$ cat src/sv/i2c_master_transaction_sequencer_unit_assert.svh
// Assertion macros for the I2C master transaction sequencer.
// Included by the top level; no other dependencies.
`ifndef I2C_MASTER_TRANSACTION_SEQUENCER_UNIT_ASSERT_SVH
`define I2C_MASTER_TRANSACTION_SEQUENCER_UNIT_ASSERT_SVH

// Same-cycle implication under reset.
`define I2C_MTS_ASSERT_IMPLY(label, clk, rst_n, ante, cons) \
    label: assert property (@(posedge clk) disable iff (!rst_n) (ante) |-> (cons)) \
        else $error("i2c_mts: same-cycle check failed");

// Next-cycle implication under reset.
`define I2C_MTS_ASSERT_NEXT(label, clk, rst_n, ante, cons) \
    label: assert property (@(posedge clk) disable iff (!rst_n) (ante) |=> (cons)) \
        else $error("i2c_mts: next-cycle check failed");

`endif

$ cat src/sv/i2c_mts_pkg.sv
// Shared types and codes for the I2C master transaction sequencer.
// No dependencies; used by every module of the block.
`timescale 1ns / 1ps

package i2c_mts_pkg;

    localparam int TX_POS_W   = 5;
    localparam int POS_SPAN   = 2 ** TX_POS_W;

    // request types
    localparam logic [1:0] REQ_LOAD  = 2'd0;
    localparam logic [1:0] REQ_START = 2'd1;
    localparam logic [1:0] REQ_EVENT = 2'd2;

    // bus controller status codes
    localparam logic [7:0] ST_START        = 8'h08;
    localparam logic [7:0] ST_RESTART      = 8'h10;
    localparam logic [7:0] ST_SLA_W_ACK    = 8'h18;
    localparam logic [7:0] ST_SLA_W_NACK   = 8'h20;
    localparam logic [7:0] ST_DATA_TX_ACK  = 8'h28;
    localparam logic [7:0] ST_DATA_TX_NACK = 8'h30;
    localparam logic [7:0] ST_ARB_LOST     = 8'h38;
    localparam logic [7:0] ST_SLA_R_ACK    = 8'h40;
    localparam logic [7:0] ST_SLA_R_NACK   = 8'h48;
    localparam logic [7:0] ST_DATA_RX_ACK  = 8'h50;
    localparam logic [7:0] ST_DATA_RX_NACK = 8'h58;

    localparam logic [7:0] RX_SINGLE = 8'h01;

    // ack control codes
    localparam logic [1:0] ACK_KEEP = 2'd0;
    localparam logic [1:0] ACK_NEXT = 2'd1;
    localparam logic [1:0] NACK_NEXT = 2'd2;

    // transfer phases
    localparam logic [2:0] PH_IDLE      = 3'd0;
    localparam logic [2:0] PH_PENDING   = 3'd1;
    localparam logic [2:0] PH_DONE      = 3'd2;
    localparam logic [2:0] PH_ADDR_NACK = 3'd3;
    localparam logic [2:0] PH_DATA_NACK = 3'd4;
    localparam logic [2:0] PH_ARB_LOST  = 3'd5;

    typedef struct packed {
        logic [1:0] req_type;
        logic [3:0] byte_index;
        logic [7:0] byte_value;
        logic [4:0] write_count;
        logic [7:0] read_count;
        logic [7:0] status_code;
        logic [7:0] rx_data;
    } item_t;

    typedef struct packed {
        logic       tx_valid;
        logic [7:0] tx_byte;
        logic       request_start;
        logic       clear_start;
        logic       request_stop;
        logic [1:0] ack_control;
        logic       rx_valid;
        logic [7:0] rx_byte;
        logic [2:0] phase;
    } result_t;

    typedef struct packed {
        logic [TX_POS_W-1:0] tx_pos;
        logic [7:0]          rx_pos;
        logic [TX_POS_W-1:0] tx_total;
        logic [7:0]          rx_total;
        logic [2:0]          phase;
    } state_t;

endpackage

$ cat src/sv/i2c_mts_txbuf.sv
// Transmit byte buffer: one write port, one registered read port with write bypass.
// Depends on i2c_mts_pkg for the position width.
`timescale 1ns / 1ps

module i2c_mts_txbuf #(
    parameter int TX_DEPTH = 16
) (
    input  logic                             clk,
    input  logic                             wr_en,
    input  logic [i2c_mts_pkg::TX_POS_W-1:0] wr_pos,
    input  logic [7:0]                       wr_data,
    input  logic                             rd_en,
    input  logic [i2c_mts_pkg::TX_POS_W-1:0] rd_pos,
    output logic [7:0]                       rd_data
);

    localparam int ADDR_W = $clog2(TX_DEPTH);

    logic [7:0]        mem [TX_DEPTH];
    logic [ADDR_W-1:0] pos_to_addr [i2c_mts_pkg::POS_SPAN];
    logic [ADDR_W-1:0] wr_addr;
    logic [ADDR_W-1:0] rd_addr;
    logic [7:0]        rd_data_reg;

    // position modulo depth, folded at elaboration
    for (genvar g = 0; g < i2c_mts_pkg::POS_SPAN; g++)
    begin : g_mod
        assign pos_to_addr[g] = ADDR_W'(g % TX_DEPTH);
    end

    assign wr_addr = pos_to_addr[wr_pos];
    assign rd_addr = pos_to_addr[rd_pos];

    always_ff @(posedge clk)
    begin
        if (wr_en)
        begin
            mem[wr_addr] <= wr_data;
        end
    end

    // a load leaving the decision stage in the same cycle wins over the array
    always_ff @(posedge clk)
    begin
        if (rd_en)
        begin
            if (wr_en && (wr_addr == rd_addr))
            begin
                rd_data_reg <= wr_data;
            end
            else
            begin
                rd_data_reg <= mem[rd_addr];
            end
        end
    end

    assign rd_data = rd_data_reg;

endmodule

$ cat src/sv/i2c_mts_decide.sv
// Decision logic: one item plus current state gives one result and the next state.
// Depends on i2c_mts_pkg for item, result and state types and the status codes.
`timescale 1ns / 1ps

module i2c_mts_decide (
    input  i2c_mts_pkg::item_t   item,
    input  i2c_mts_pkg::state_t  st,
    input  logic [7:0]           buf_byte,
    output i2c_mts_pkg::result_t res,
    output i2c_mts_pkg::state_t  st_next,
    output logic                 buf_wr
);

    logic [7:0] rx_inc;
    logic [7:0] rx_last;

    assign rx_inc  = st.rx_pos + 8'd1;
    assign rx_last = st.rx_total - 8'd1;

    always_comb
    begin
        res     = '0;
        st_next = st;
        buf_wr  = 1'b0;
        case (item.req_type)
            i2c_mts_pkg::REQ_LOAD:
            begin
                buf_wr = 1'b1;
            end
            i2c_mts_pkg::REQ_START:
            begin
                st_next.tx_total = item.write_count;
                st_next.rx_total = item.read_count;
                st_next.tx_pos   = '0;
                st_next.rx_pos   = '0;
                st_next.phase    = i2c_mts_pkg::PH_IDLE;
                res.request_start = 1'b1;
            end
            i2c_mts_pkg::REQ_EVENT:
            begin
                case (item.status_code)
                    i2c_mts_pkg::ST_START:
                    begin
                        // buffer byte was read at position zero
                        res.tx_valid    = 1'b1;
                        res.tx_byte     = buf_byte;
                        st_next.tx_pos  = i2c_mts_pkg::TX_POS_W'(1);
                        res.clear_start = 1'b1;
                        st_next.phase   = i2c_mts_pkg::PH_PENDING;
                    end
                    i2c_mts_pkg::ST_RESTART:
                    begin
                        st_next.rx_pos  = '0;
                        res.tx_valid    = 1'b1;
                        res.tx_byte     = buf_byte;
                        st_next.tx_pos  = st.tx_pos + 1'b1;
                        res.clear_start = 1'b1;
                    end
                    i2c_mts_pkg::ST_SLA_W_ACK:
                    begin
                        res.tx_valid   = 1'b1;
                        res.tx_byte    = buf_byte;
                        st_next.tx_pos = st.tx_pos + 1'b1;
                    end
                    i2c_mts_pkg::ST_SLA_W_NACK, i2c_mts_pkg::ST_SLA_R_NACK:
                    begin
                        res.request_stop = 1'b1;
                        st_next.phase    = i2c_mts_pkg::PH_ADDR_NACK;
                    end
                    i2c_mts_pkg::ST_DATA_TX_ACK:
                    begin
                        if (st.tx_pos < st.tx_total)
                        begin
                            res.tx_valid   = 1'b1;
                            res.tx_byte    = buf_byte;
                            st_next.tx_pos = st.tx_pos + 1'b1;
                        end
                        else if (st.rx_total != 8'd0)
                        begin
                            res.request_start = 1'b1;
                        end
                        else
                        begin
                            res.request_stop = 1'b1;
                            st_next.phase    = i2c_mts_pkg::PH_DONE;
                        end
                    end
                    i2c_mts_pkg::ST_DATA_TX_NACK:
                    begin
                        res.request_stop = 1'b1;
                        st_next.phase    = i2c_mts_pkg::PH_DATA_NACK;
                    end
                    i2c_mts_pkg::ST_ARB_LOST:
                    begin
                        st_next.phase = i2c_mts_pkg::PH_ARB_LOST;
                    end
                    i2c_mts_pkg::ST_SLA_R_ACK:
                    begin
                        res.ack_control = (st.rx_total == i2c_mts_pkg::RX_SINGLE) ?
                            i2c_mts_pkg::NACK_NEXT : i2c_mts_pkg::ACK_NEXT;
                    end
                    i2c_mts_pkg::ST_DATA_RX_ACK:
                    begin
                        res.rx_valid    = 1'b1;
                        res.rx_byte     = item.rx_data;
                        st_next.rx_pos  = rx_inc;
                        // rx_total of zero wraps to 255 here
                        res.ack_control = (rx_inc < rx_last) ?
                            i2c_mts_pkg::ACK_NEXT : i2c_mts_pkg::NACK_NEXT;
                    end
                    i2c_mts_pkg::ST_DATA_RX_NACK:
                    begin
                        res.rx_valid     = 1'b1;
                        res.rx_byte      = item.rx_data;
                        st_next.rx_pos   = rx_inc;
                        res.request_stop = 1'b1;
                        st_next.phase    = i2c_mts_pkg::PH_DONE;
                    end
                    default:
                    begin
                    end
                endcase
            end
            default:
            begin
            end
        endcase
        res.phase = st_next.phase;
    end

endmodule

$ cat src/sv/i2c_master_transaction_sequencer_unit.sv
// I2C master transaction sequencer, top level: handshakes, state and result registers.
// Depends on i2c_mts_pkg, i2c_mts_txbuf, i2c_mts_decide and the assertion header.
//
// Use: one valid/ready input channel carries load, start and bus status items;
// one valid/ready output channel returns exactly one result item per input item,
// in order. Load items fill the transmit buffer (address byte at index 0), a
// start item arms a transfer and requests START, and each status event returns
// the next byte, start/stop/clear requests, ACK/NACK control, a received byte
// and the transfer phase.
// Timing: the input register loads when an item is accepted, and the result
// register loads when that item leaves the decision stage.
// Throughput: one item per clock while out_ready is high, set by the single
// decision stage; the buffer read for an item is taken as it enters.
// Reset: positions, totals and phase clear to zero/idle, both stages empty;
// buffer contents are undefined until loaded.
// Stall: the result register holds while out_ready is low; the input register
// then holds one more item and in_ready falls until the result is taken.
`timescale 1ns / 1ps
`include "i2c_master_transaction_sequencer_unit_assert.svh"

module i2c_master_transaction_sequencer_unit #(
    parameter int TX_DEPTH = 16
) (
    input  logic       clk,
    input  logic       rst_n,
    input  logic       in_valid,
    output logic       in_ready,
    input  logic [1:0] req_type,
    input  logic [3:0] byte_index,
    input  logic [7:0] byte_value,
    input  logic [4:0] write_count,
    input  logic [7:0] read_count,
    input  logic [7:0] status_code,
    input  logic [7:0] rx_data,
    output logic       out_valid,
    input  logic       out_ready,
    output logic       tx_valid,
    output logic [7:0] tx_byte,
    output logic       request_start,
    output logic       clear_start,
    output logic       request_stop,
    output logic [1:0] ack_control,
    output logic       rx_valid,
    output logic [7:0] rx_byte,
    output logic [2:0] phase
);

    i2c_mts_pkg::item_t   item_reg;
    logic                 s1_valid_reg;
    i2c_mts_pkg::state_t  st_reg;
    i2c_mts_pkg::state_t  st_next;
    i2c_mts_pkg::result_t res_next;
    i2c_mts_pkg::result_t res_reg;
    logic                 out_valid_reg;

    logic                                in_fire;
    logic                                s1_fire;
    logic                                buf_wr;
    logic [7:0]                          buf_byte;
    logic [i2c_mts_pkg::TX_POS_W-1:0]    pos_base;
    logic [i2c_mts_pkg::TX_POS_W-1:0]    rd_pos;

    assign s1_fire  = s1_valid_reg && (!out_valid_reg || out_ready);
    assign in_ready = !s1_valid_reg || s1_fire;
    assign in_fire  = in_valid && in_ready;

    // read address for the entering item follows the item leaving the stage
    assign pos_base = s1_fire ? st_next.tx_pos : st_reg.tx_pos;
    assign rd_pos   = ((req_type == i2c_mts_pkg::REQ_EVENT) &&
                       (status_code == i2c_mts_pkg::ST_START)) ? '0 : pos_base;

    i2c_mts_txbuf #(
        .TX_DEPTH (TX_DEPTH)
    ) u_txbuf (
        .clk     (clk),
        .wr_en   (s1_fire && buf_wr),
        .wr_pos  ({1'b0, item_reg.byte_index}),
        .wr_data (item_reg.byte_value),
        .rd_en   (in_fire),
        .rd_pos  (rd_pos),
        .rd_data (buf_byte)
    );

    i2c_mts_decide u_decide (
        .item     (item_reg),
        .st       (st_reg),
        .buf_byte (buf_byte),
        .res      (res_next),
        .st_next  (st_next),
        .buf_wr   (buf_wr)
    );

    always_ff @(posedge clk)
    begin
        if (in_fire)
        begin
            item_reg.req_type    <= req_type;
            item_reg.byte_index  <= byte_index;
            item_reg.byte_value  <= byte_value;
            item_reg.write_count <= write_count;
            item_reg.read_count  <= read_count;
            item_reg.status_code <= status_code;
            item_reg.rx_data     <= rx_data;
        end
        if (s1_fire)
        begin
            res_reg <= res_next;
        end
    end

    always_ff @(posedge clk or negedge rst_n)
    begin
        if (!rst_n)
        begin
            s1_valid_reg  <= 1'b0;
            out_valid_reg <= 1'b0;
            st_reg        <= '0;
        end
        else
        begin
            if (in_fire)
            begin
                s1_valid_reg <= 1'b1;
            end
            else if (s1_fire)
            begin
                s1_valid_reg <= 1'b0;
            end
            if (s1_fire)
            begin
                out_valid_reg <= 1'b1;
                st_reg        <= st_next;
            end
            else if (out_ready)
            begin
                out_valid_reg <= 1'b0;
            end
        end
    end

    assign out_valid     = out_valid_reg;
    assign tx_valid      = res_reg.tx_valid;
    assign tx_byte       = res_reg.tx_byte;
    assign request_start = res_reg.request_start;
    assign clear_start   = res_reg.clear_start;
    assign request_stop  = res_reg.request_stop;
    assign ack_control   = res_reg.ack_control;
    assign rx_valid      = res_reg.rx_valid;
    assign rx_byte       = res_reg.rx_byte;
    assign phase         = res_reg.phase;

    `I2C_MTS_ASSERT_NEXT(a_fire_gives_result, clk, rst_n, s1_fire, out_valid_reg)
    `I2C_MTS_ASSERT_IMPLY(a_empty_stage_ready, clk, rst_n, !s1_valid_reg, in_ready)
    `I2C_MTS_ASSERT_IMPLY(a_blocked_stage, clk, rst_n, s1_valid_reg && !s1_fire, !in_ready)
    `I2C_MTS_ASSERT_IMPLY(a_tx_rx_exclusive, clk, rst_n, out_valid_reg, !(tx_valid && rx_valid))
    `I2C_MTS_ASSERT_IMPLY(a_idle_tx_zero, clk, rst_n, out_valid_reg && !tx_valid, tx_byte == 8'd0)

endmodule
$ cat config.mk
export PLATFORM = sky130hd
export DESIGN_NAME = i2c_master_transaction_sequencer_unit
export DESIGN_NICKNAME = d
export VERILOG_FILES = /design/src/sv/i2c_mts_pkg.sv /design/src/sv/i2c_mts_txbuf.sv /design/src/sv/i2c_mts_decide.sv /design/src/sv/i2c_master_transaction_sequencer_unit.sv
export VERILOG_INCLUDE_DIRS = /design/src /design/src/sv
export SDC_FILE = /design/constraint.sdc
export NUM_CORES = 1
export LEC_CHECK = 0
export ABC_AREA = 1
export BUFFER_PORTS_ARGS = -buffer_cell sky130_fd_sc_hd__buf_4
export CAP_MARGIN = 20
export CORE_ASPECT_RATIO = 0.7
export CORE_MARGIN = 5
export CORE_UTILIZATION = 56
export DETAILED_ROUTE_END_ITERATION = 10
export MAX_ROUTING_LAYER = met4
export PLACE_DENSITY = 0.79
export SYNTH_ARGS = -nofsm -noshare
export SYNTH_HDL_FRONTEND = slang
export SYNTH_SLANG_ARGS = --single-unit
$ cat constraint.sdc
create_clock -name clk -period 6.1 [get_ports clk]
set_input_delay 1.83 -clock clk [delete_from_list [all_inputs] [get_ports clk]]
set_output_delay 1.83 -clock clk [all_outputs]
set_load 0.02 [all_outputs]
## Yosys cells after proc, flatten, opt, wreduce, memory -nomap -nowiden

Memory sizes are Yosys's and may differ from the RTL's. A register that Yosys moved wholly into a read port is not among the register bits.
Cells that the tools add are included.

| storage, ports and cells | value |
|---|---|
| register bits | 100 |
| memory bits (read-only) | 256 |
| memory bits (writable) | 128 |
| memories | 3 |
| bits of input ports | 47 |

Memories:

| memory | depth | bits a word | read ports | clocked after Yosys merged registers in | wr ports | RTL line | text |
|---|---|---|---|---|---|---|---|
| (name not given) | 32 | 4 | 1 | 0 | 0 | i2c_mts_txbuf.sv:31 | `assign wr_addr = pos_to_addr[wr_pos];` |
| (name not given) | 32 | 4 | 1 | 0 | 0 | i2c_mts_txbuf.sv:32 | `assign rd_addr = pos_to_addr[rd_pos];` |
| u_txbuf.mem | 16 | 8 | 1 | 1 | 1 | i2c_mts_txbuf.sv:19 | `logic [7:0] mem [TX_DEPTH];` |

| cells by class | value |
|---|---|
| muxes and demuxes | 35 |
| eq/ne operators | 17 |
| $lt $le $gt $ge | 4 |
| $add $sub $neg | 3 |
| bitwise logic cells | 2 |
| reduce and logical (&&, ||, !) cells | 22 |

Operator list:

| operator | count |
|---|---|
| equality test 8 x 6 -> 1 bit, second input constant | 4 |
| equality test 8 x 7 -> 1 bit, second input constant | 4 |
| case mux 13 bit (2 select lines) | 1 |
| 2-to-1 mux 9 bit | 2 |
| case mux 3 bit (6 select lines) | 1 |
| case mux 9 bit (2 select lines) | 1 |
| equality test 8 x 4 -> 1 bit, second input constant | 2 |
| equality test 8 x 5 -> 1 bit, second input constant | 2 |
| 2-to-1 mux 4 bit | 4 |
| case mux 8 bit (2 select lines) | 1 |
| 2-to-1 mux 5 bit | 3 |
| case mux 5 bit (3 select lines) | 1 |
| 2-to-1 mux 1 bit | 13 |
| >= comparator 6 bit, second input constant | 2 |
| adder 8 x 1 -> 8 bit, second input constant | 1 |
| equality test 8 x 1 -> 1 bit, second input constant | 1 |
| less-than comparator 8 bit | 1 |
| nonzero test 8 bit | 1 |
| OR reduction 2 bit | 4 |
| subtractor 8 x 1 -> 8 bit, second input constant | 1 |
| 2-to-1 mux 3 bit | 2 |
| inverter 4 -> 6 bit | 1 |
| inverter 5 -> 6 bit | 1 |
| case mux 3 bit (2 select lines) | 1 |
| other kinds (17) | 28 |

## Logic depth before layout (Yosys ltp)

Gate-level depths: netlist of the first run.

| depth | value |
|---|---|
| word-level depth | 10 |
| gate-level depth with buffers | 20 |
| depth with buffers taken out | 19 |

## Modules after synthesis

A second synthesis of the first run with hierarchy kept.

| unflattened totals | value |
|---|---|
| cell total of the unflattened synthesis | 1160 |
| area, all modules | 11174.5 um^2 |

Modules (own cells, without submodules):

| module | cells each | area each (um^2) | seq. area each (um^2) | times used |
|---|---|---|---|---|
| i2c_mts_txbuf | 585 | 6002.0 | 4083.9 | 1 |
| i2c_master_transaction_sequencer_unit | 229 | 3383.2 | 2847.7 | 1 |
| i2c_mts_decide | 346 | 1789.2 | 0.0 | 1 |

## Worst setup path before layout of the first run

Ideal clock, no wire load.

| path | value |
|---|---|
| path type | in2out |
| start point | input port out_ready |
| end point | output port in_ready |
| setup slack | 2.187 ns |
| stages | 2 |
| data arrival time | 2.083 ns |
| path buffers | 0 |
| required time | 4.270 ns |
| cells stage by stage | inv_1 nand3_1 |

| on the way | value |
|---|---|
| cells in the longest elaborated chain, start to end | 3 |

Ends and longest elaborated chain:

| what | RTL line | text |
|---|---|---|
| from (decl) | i2c_master_transaction_sequencer_unit.sv:36 | `input logic out_ready,` |
| logical OR 1 bit | i2c_master_transaction_sequencer_unit.sv:63 | `assign s1_fire = s1_valid_reg && (!out_valid_reg \|\| out_ready);` |
| logical AND 1 bit | i2c_master_transaction_sequencer_unit.sv:63 |  |
| logical OR 1 bit | i2c_master_transaction_sequencer_unit.sv:64 | `assign in_ready = !s1_valid_reg \|\| s1_fire;` |
| to (decl) | i2c_master_transaction_sequencer_unit.sv:27 | `output logic in_ready,` |

No other way between the ends.

## Final worst setup path of the first run

| path | value |
|---|---|
| start point | input port status_code[7] |
| end point | register u_txbuf.rd_data_reg[7] (netlist: u_txbuf.rd_data[7]) (read register of u_txbuf.mem), data pin |

| on the way | value |
|---|---|
| cells in the longest elaborated chain, start to end | 7 |

Ends and longest elaborated chain:

| what | RTL line | text |
|---|---|---|
| from (decl) | i2c_master_transaction_sequencer_unit.sv:33 | `input logic [7:0] status_code,` |
| equality test 8 x 4 -> 1 bit | i2c_master_transaction_sequencer_unit.sv:70 | `(status_code == i2c_mts_pkg::ST_START)) ? '0 : pos_base;` |
| logical AND 1 bit | i2c_master_transaction_sequencer_unit.sv:69 | `assign rd_pos = ((req_type == i2c_mts_pkg::REQ_EVENT) &&` |
| 2-to-1 mux 5 bit | i2c_master_transaction_sequencer_unit.sv:70 |  |
| inverter 5 -> 6 bit (not written as such) | i2c_mts_txbuf.sv:32 |  |
| memory read (32 x 4 bit) | -- |  |
| 2-to-1 mux 4 bit (not written as such) (2 in a row) | i2c_mts_txbuf.sv:32 |  |
| to (decl) | i2c_mts_txbuf.sv:23 | `logic [7:0] rd_data_reg;` |

No other way between the ends. The select of a mux whose other input is x is not followed.
A chain may end at the register's enable or synchronous reset.

==> results.txt, run 1 <==
Setup repair after global routing left no endpoint under its margin. In this run, CTS created clock tree buffers numbering 22. The switching fraction of total power is 22.6%. The worst-case clock skew came out at roughly 11 ps.

The max-capacitance violation count is 0. The synthesized design contains just over 200 enable-type register cells. The layout-stage area growth over the synthesis result came out at 14.7%. The transition time at the pin with the least slew margin came out at 950 ps.

The count of buffers inserted at the top-level ports came out at 74. The arrival time at the worst endpoint is between 4000 and 5000 ps. The repair_antennas step left the layout with diodes totalling 0. For this run, the slowest stage of the critical path takes between 500 and 600 ps. The fraction of power consumed by the clock network came out at 38.4%.

The final period utilization came out at 70.3%. After routing, the total negative slack on setup checks comes to 0 ps. The routability congestion estimate from global placement came out at 0.909. The maximum number of pins on one net before global-route repair came out at 52. The worst path meets setup with around 1800 ps of slack. The netlist area before placement came out at between 10,000 and 15,000 sq um.

The cell count after synthesis is 962. The global-route wire length before repair is 36,900 microns. The peak supply drop came out at between 0.0002 and 0.00025 V. The leakage power summed over all cells is just over 5 nW. The largest individual stage delay along the critical path comes from the cell nand2_1. The maximum clock frequency is approximately 230 MHz.

The share of flip-flops with an asynchronous set or reset is a little over an eighth. The sequential element share of the synthesized area is between 60% and 70%. The run finished with clean final reports. Of the cells placed in the final design, the portion with a size suffix greater than 1 is roughly 15%.

The overall die area is 21,700 sq um. The pre-CTS setup slack came out at 1320 ps. The root buffer cell chosen for the clock tree is clkbuf_16.

The floorplan step defined a core boundary enclosing 18,700 sq um. The worst-case hold slack is approximately 480 ps. The number of antenna violations at the first check in global routing is 0. The overflow left after global routing came out at 0. The design internal power is between 2 and 3 mW.

The count of clock tree sinks came out at ~240. The switching component of the power is 0.821 mW. The count of endpoints failing hold in the final timing report came out at 0. Synthesis instantiated between 40 and 50 different standard cells from the library. The routed length per placed instance came out at approximately 18 microns. The post-detailed-route DRC marker count came out at 0. The count of nets left with antenna violations after detail routing came out at 0. The first detailed-routing pass took 6 iterations. The deepest clock path buffer count came out at 3. Using the TritonRoute via totals, the vias-per-cell ratio works out to 5.58. The sequential share of power came out at between 50% and 60%. The total wire length is 23,600 microns. In this run the core area contains 42 standard-cell rows. The clock period minus worst slack is 4290 ps.

The path type of the worst min-delay path is reg2reg. The worst setup path is of the in2reg kind. The clock transition at the register clock pins on the worst setup and hold paths after CTS came out at ~60 ps.

The deepest level of the CTS H-tree came out at 1. The flip-flop count of the largest register after layout came out at around 130. The Yosys step of the flow raised 0 warnings. The total power after layout is approximately 3.6 mW. The worst path required time came out at about 6400 ps.

STA classifies the critical path startpoint as a primary input. The worst setup path is captured at a register. Cells fill ~65% of the core in the end.

The width of the chip is approximately 170 microns. The multi-input gate area in the final layout came out at between 3000 and 4000 sq um. The ratio of total power to cell area came out at around 300 nW/um^2.

The number of nets in the synthesized netlist is about 1,000. Along the worst hold path, the cell count comes to 1. Leaving out fill and tap cells, the most frequent cells in the layout are edfxtp_1, nand2_1, nand3_1, inv_1, buf_4. The count of endpoints failing setup in the final report came out at 0. The number of gates given a new drive strength after cts came out at 0. The final net count came out at 1,108. The number of max-slew violations in the final report came out at 0. For the worst flop-to-flop path, the logic depth is 17. The HPWL reported at the end of detailed placement is 15,900 microns. Summing over every cut layer, the via total after detailed routing is 7,248. For this block, the initial DRC count from the detailed router was 789. The effective utilization at floorplan came out at between 50 and 60%.

The total of hold buffers inserted after clock tree synthesis came out at 0. The critical path goes through buf_4 -> nor2_1 -> nand2_1 -> nor4_1 -> inv_2 -> nand2_1 -> xor2_1 -> nor3_4 -> nand2_4 -> nand2_1 -> nand2_1. The global-route usage over all layers came out at between 20 and 25%. In the synthesized netlist the dominant register cell turns out to be edfxtp_1. The die height came out at between 100 and 150 microns. In this design, the critical path's most frequently occurring cell is nand2_1. The post-synthesis register bit count came out at 236. TritonCTS built the clock tree. The top-level port count is 75. The biggest fanout along the worst timing path came out at 44. The count of buffers added by post-CTS timing repair for setup came out at 0. Dividing the synthesized area by the synthesized cell count gives ~11 sq um. The most common library cell in the layout ignoring fill and taps is edfxtp_1. The layout filler cell count came out at ~1,400.

The worst pin sits at a relative slew slack of a little over a third. The clock insertion delay at the later pin of the skew report is approximately 500 ps. Registers take approximately 7000 sq um. The combinational cell fraction of total power came out at 8.5%. The number of global-route vias before repair is around 6,800.
-- metrics by stage --
| stage | area (sq um) | cells |
|---|---|---|
| finish | 12100 | 1299 |
| global route | 12100 | 1299 |
| CTS | 12100 | 1298 |
| detailed placement | 11300 | 1259 |
| global placement | 11300 | 1259 |
| floorplan | 10600 | 962 |
-- synth_stat cells (all sizes together) (2+ instances only) --
master / number / area share [%]
o22ai: 9 / 0.53
nor3: 6 / 0.39
nand3b: 39 / 2.8
xnor2: 3 / 0.25
edfxtp: 205 / 58
mux2: 7 / 0.75
o211ai: 2 / 0.14
nand3: 153 / 7.4
clkbuf: 7 / 0.25
nand2: 183 / 7.1
inv: 132 / 4.7
nor2: 82 / 3.1
xor2: 11 / 0.91
nand4: 3 / 0.18
dfrtp: 31 / 7.3
o21ai: 9 / 0.43
or2: 12 / 0.71
ha: 19 / 2.3
a21oi: 20 / 0.98
buf: 19 / 0.89
-- per-layer routing --
layer / vias up / track usage [%] / routed length, microns
met1: 3429 / 35.6 / 11200
li1: 3431 / - / -
met2: 345 / 28.3 / 9480
met3: 43 / 4.76 / 2320
met4: 0 / 5.54 / 539
met5: - / - / 0
-- critical path, delay by kind of cell --
family / cells / cell delay (ps)
xor gates and xnor gates: 1 / 200
buffers and inverters: 2 / 590
and+or+nand+nor: 8 / 1890
-- power groups by stage --
stage | clock network, mW | registers [mW] | logic [mW]
global route | 1.49 | 1.94 | 0.343
floorplan | 0 | 1.96 | 0.165
finish | 1.39 | 1.93 | 0.308
detailed placement | 0 | 1.96 | 0.305
global placement | 0 | 1.96 | 0.295
CTS | 1.41 | 1.93 | 0.308
-- area by class of cell --
type | instances | area share (%)
Sequential cell | 236 | 57.2
Multi-Input combinational cell | 567 | 24.8
Clock buffer | 33 | 5.48
Timing Repair Buffer | 82 | 5.19
Inverter | 133 | 4.12
Tap cell | 242 | 2.50
Clock inverter | 6 | 0.641
-- logic make-up after synthesis --
| group | count (synthesis) | synth area share (%) |
|---|---|---|
| and+or+nand+nor | 480 | 21.7 |
| DFF | 236 | 65.7 |
| buffers and inverters | 159 | 5.87 |
| AOI/OAI and AO/OA | 47 | 2.58 |
| adders and majority gates | 19 | 2.25 |
| xor gates and xnor gates | 14 | 1.16 |
| muxes | 7 | 0.747 |
-- path summary, 6_finish.rpt --
check / from / end / slack, ps
max: status_code[7] / u_txbuf.rd_data[7] / 1810
min: item_reg[18] / st_reg[5] / 480
max reg2reg: item_reg[42] / u_txbuf.rd_data[0] / 2700
min reg2reg: item_reg[18] / st_reg[5] / 480
max in group asynchronous: rst_n / st_reg[21] / 4540
min in group asynchronous: rst_n / st_reg[23] / 1260
Power figures use the tool's default switching activity.
==> run 2: changes to the inputs <==
CORE_UTILIZATION = 54   (was 56)
clock period = 3.45 ns   (was 6.1 ns; I/O delays follow)
==> results.txt, run 2 (synthesis results as in run 1) <==
The flow ran to the end, and the final reports show no timing, DRC or antenna violations. The count of buffers inserted at the top-level ports came to 74 (unchanged). The number of CTS-inserted buffers came out at 23 (+4.5%). The pre-CTS setup slack came out at 167 ps (-1150 ps). The HPWL reported at the end of detailed placement came out at 17,100 microns (+7.6%). The number of antenna violations at the first check in global routing came out at 0 (unchanged). The number of placed cells counting well taps was 1,312 (+4.2%).

The critical path is of the reg2reg type. The critical path startpoint category is a register. The biggest fanout along the worst timing path came to 9 (-80%). The max-capacitance violation count was 0 (unchanged). The total wire length came out at 24,800 microns (+5.4%). The worst setup path is captured at a register.

The clock period minus worst slack came out at about 3000 ps. The number of search-and-repair iterations in the first detailed-routing pass came to 7 (+1). Leaving out fill and tap cells, the most frequent cell in the layout is edfxtp_1. The final cell count without fillers came out at 1,354 (+4.2%). The ratio of total power to cell area is 520 nW/um^2 (+73%). The global-route wire length before repair came to 38,800 microns (+5.0%). Clock tree synthesis selected as its root buffer the cell clkbuf_16. The area of the placeable core is 19,100 sq um (+2.0%). The met2 usage in global routing came to 30.3% (+2.0 points). The clock insertion delay at the later pin of the skew report came out at 520 ps (+20 ps). The count of buffers added by post-CTS timing repair for setup was 0 (unchanged). The total negative setup slack came to 0 ps (unchanged). The total of hold buffers inserted after clock tree synthesis is 0 (unchanged). The top-level port count was 75 (unchanged). The transition time at the pin with the least slew margin came out at 854 ps (-95.8 ps). The effective utilization at floorplan came to 55.3% (-1.1 points). The count of endpoints failing hold in the final timing report is 0 (unchanged).

The final period utilization is 87.6%. The width of the chip came out at 177 microns (+1.7%). The met1 demand-to-capacity share in global routing came out at 35.9% (+0.29 points).

The count of clock tree sinks is 236 (unchanged). The peak supply drop is 0.000372 V (+79%). The remaining max-slew budget at the tightest pin came out at 43.1% (+6.6 points). The overall die area came out at 22,500 sq um (+3.5%). TritonCTS built the clock tree. The deepest clock path buffer count came out at 3 (unchanged). The routed length per placed instance is 18.3 microns (+1.1%). The via total after detailed routing came out at 7,526 (+3.8%). The global-route usage over all layers is 22.7% (+0.65 points).

Setup repair after global routing left no endpoint under its margin. The worst-case hold slack came out at 458 ps (-21.4 ps). The number of antenna repair diodes is 0 (unchanged).

The count of endpoints failing setup in the final report came out at 0 (unchanged). The overflow left after global routing came out at 0 (unchanged). The top cell types in the final layout, fill and taps aside, are edfxtp_1, nand2_1, nand3_1, inv_1, buf_4. The worst path required time came out at 3710 ps (-2640 ps). The number of global-route vias before repair came out at 6,970 (+3.1%). The post-detailed-route DRC marker count is 0 (unchanged). The die height came out at 127 microns (+1.7%).

The deepest level of the CTS H-tree was 1 (unchanged). The arrival time at the worst endpoint was 3280 ps (-1260 ps). The maximum number of pins on one net before global-route repair is 75 (+44%). The fraction of layout instances using a drive strength above 1 came out at 17.4% (+2.4 points). The final net count was 1,139 (+2.8%).

The depth of the most critical reg-to-reg path came out at 14 (-3). The routability congestion estimate from global placement came to 0.946 (+4.1%). The routing usage on met3 came to 5.43% (+0.67 points). The number of max-slew violations in the final report is 0 (unchanged). The layer flagged by global routing as most heavily used is met1. The flip-flop count of the largest register after layout came out at 128 (unchanged). The initial DRC count is 1,001 (+27%). The cell area reported after detailed placement is 11,700 sq um (+2.7%). The clock transition at the register clock pins on the worst setup and hold paths after CTS came out at 60 ps (about the same). The leakage power summed over all cells is 5.19 nW (+3.2%). The final instance area came out at 12,400 sq um (+2.4%). The setup slack after layout came out at 428 ps (-1390 ps). The path type of the worst min-delay path is in2async. The maximum clock frequency is between 300 and 400 MHz. The count of nets left with antenna violations after detail routing came out at 0 (unchanged).

Relative to the synthesized area, the layout overhead comes to 17.5%. The worst-case clock skew came out at 14.0 ps (+3.33 ps). The detailed-route vias per instance came out at 5.56 (-0.38%).

The number of gates given a new drive strength after cts is 0 (unchanged). The row count came out at 42 (unchanged).
==> run 2: power breakdown <==
part | switching [mW] | internal [mW] | leakage [nW]
Sequential | 0.131 | 3.28 | 2.30
Combinational | 0.341 | 0.221 | 2.53
Clock | 1.03 | 1.44 | 0.359
Total | 1.50 | 4.94 | 5.19
==> run 2: path summary, 6_finish.rpt <==
path	start	end	slack (ps)
min	rst_n	st_reg[6]	460
min reg2reg	item_reg[21]	st_reg[8]	480
min in group clk	item_reg[21]	st_reg[8]	480
max	st_reg[26]	u_txbuf.rd_data[4]	430
max in group asynchronous	rst_n	st_reg[2]	2680
max reg2reg	st_reg[26]	u_txbuf.rd_data[4]	430
==> run 2: final cells by class <==
| type | count | area (sq um) |
|---|---|---|
| Sequential cell | 236 | 6930 |
| Inverter | 133 | 499 |
| Clock inverter | 8 | 103 |
| Tap cell | 264 | 330 |
| Timing Repair Buffer | 112 | 891 |
| Clock buffer | 34 | 637 |
| Fill cell | 1436 | 6680 |
| Multi-Input combinational cell | 567 | 3010 |
==> run 2: per-stage QoR <==
| step | util [%] | total power [mW] |
|---|---|---|
| finish | 65.0 | 6.44 |
| global route | 65.0 | 6.68 |
| CTS | 65.0 | 6.48 |
| detailed placement | 61.1 | 4.03 |
| global placement | 61.1 | 4.00 |
| floorplan | - | 3.75 |
==> run 2: critical path: stages, from the launching register on <==
cell and delay (ps):
dfrtp_1 460, ha_1 320, nand2_1 60, nand2_1 60
a21oi_2 210, nand3_4 150, nand2_2 130, nand2_1 70
nand2_2 90, nand2_1 220, xor2_1 240, nor3_4 420
nand2_4 150, nand2_1 120, nand2_1 60
==> run 2: metal layers <==
| layer | part of all wire [%] | wire length [microns] | vias up |
|---|---|---|---|
| met5 | 0 | 0 | - |
| met4 | 2.3 | 575 | 0 |
| met3 | 11 | 2710 | 60 |
| met2 | 40 | 10000 | 446 |
| met1 | 46 | 11500 | 3538 |
| li1 | - | - | 3482 |
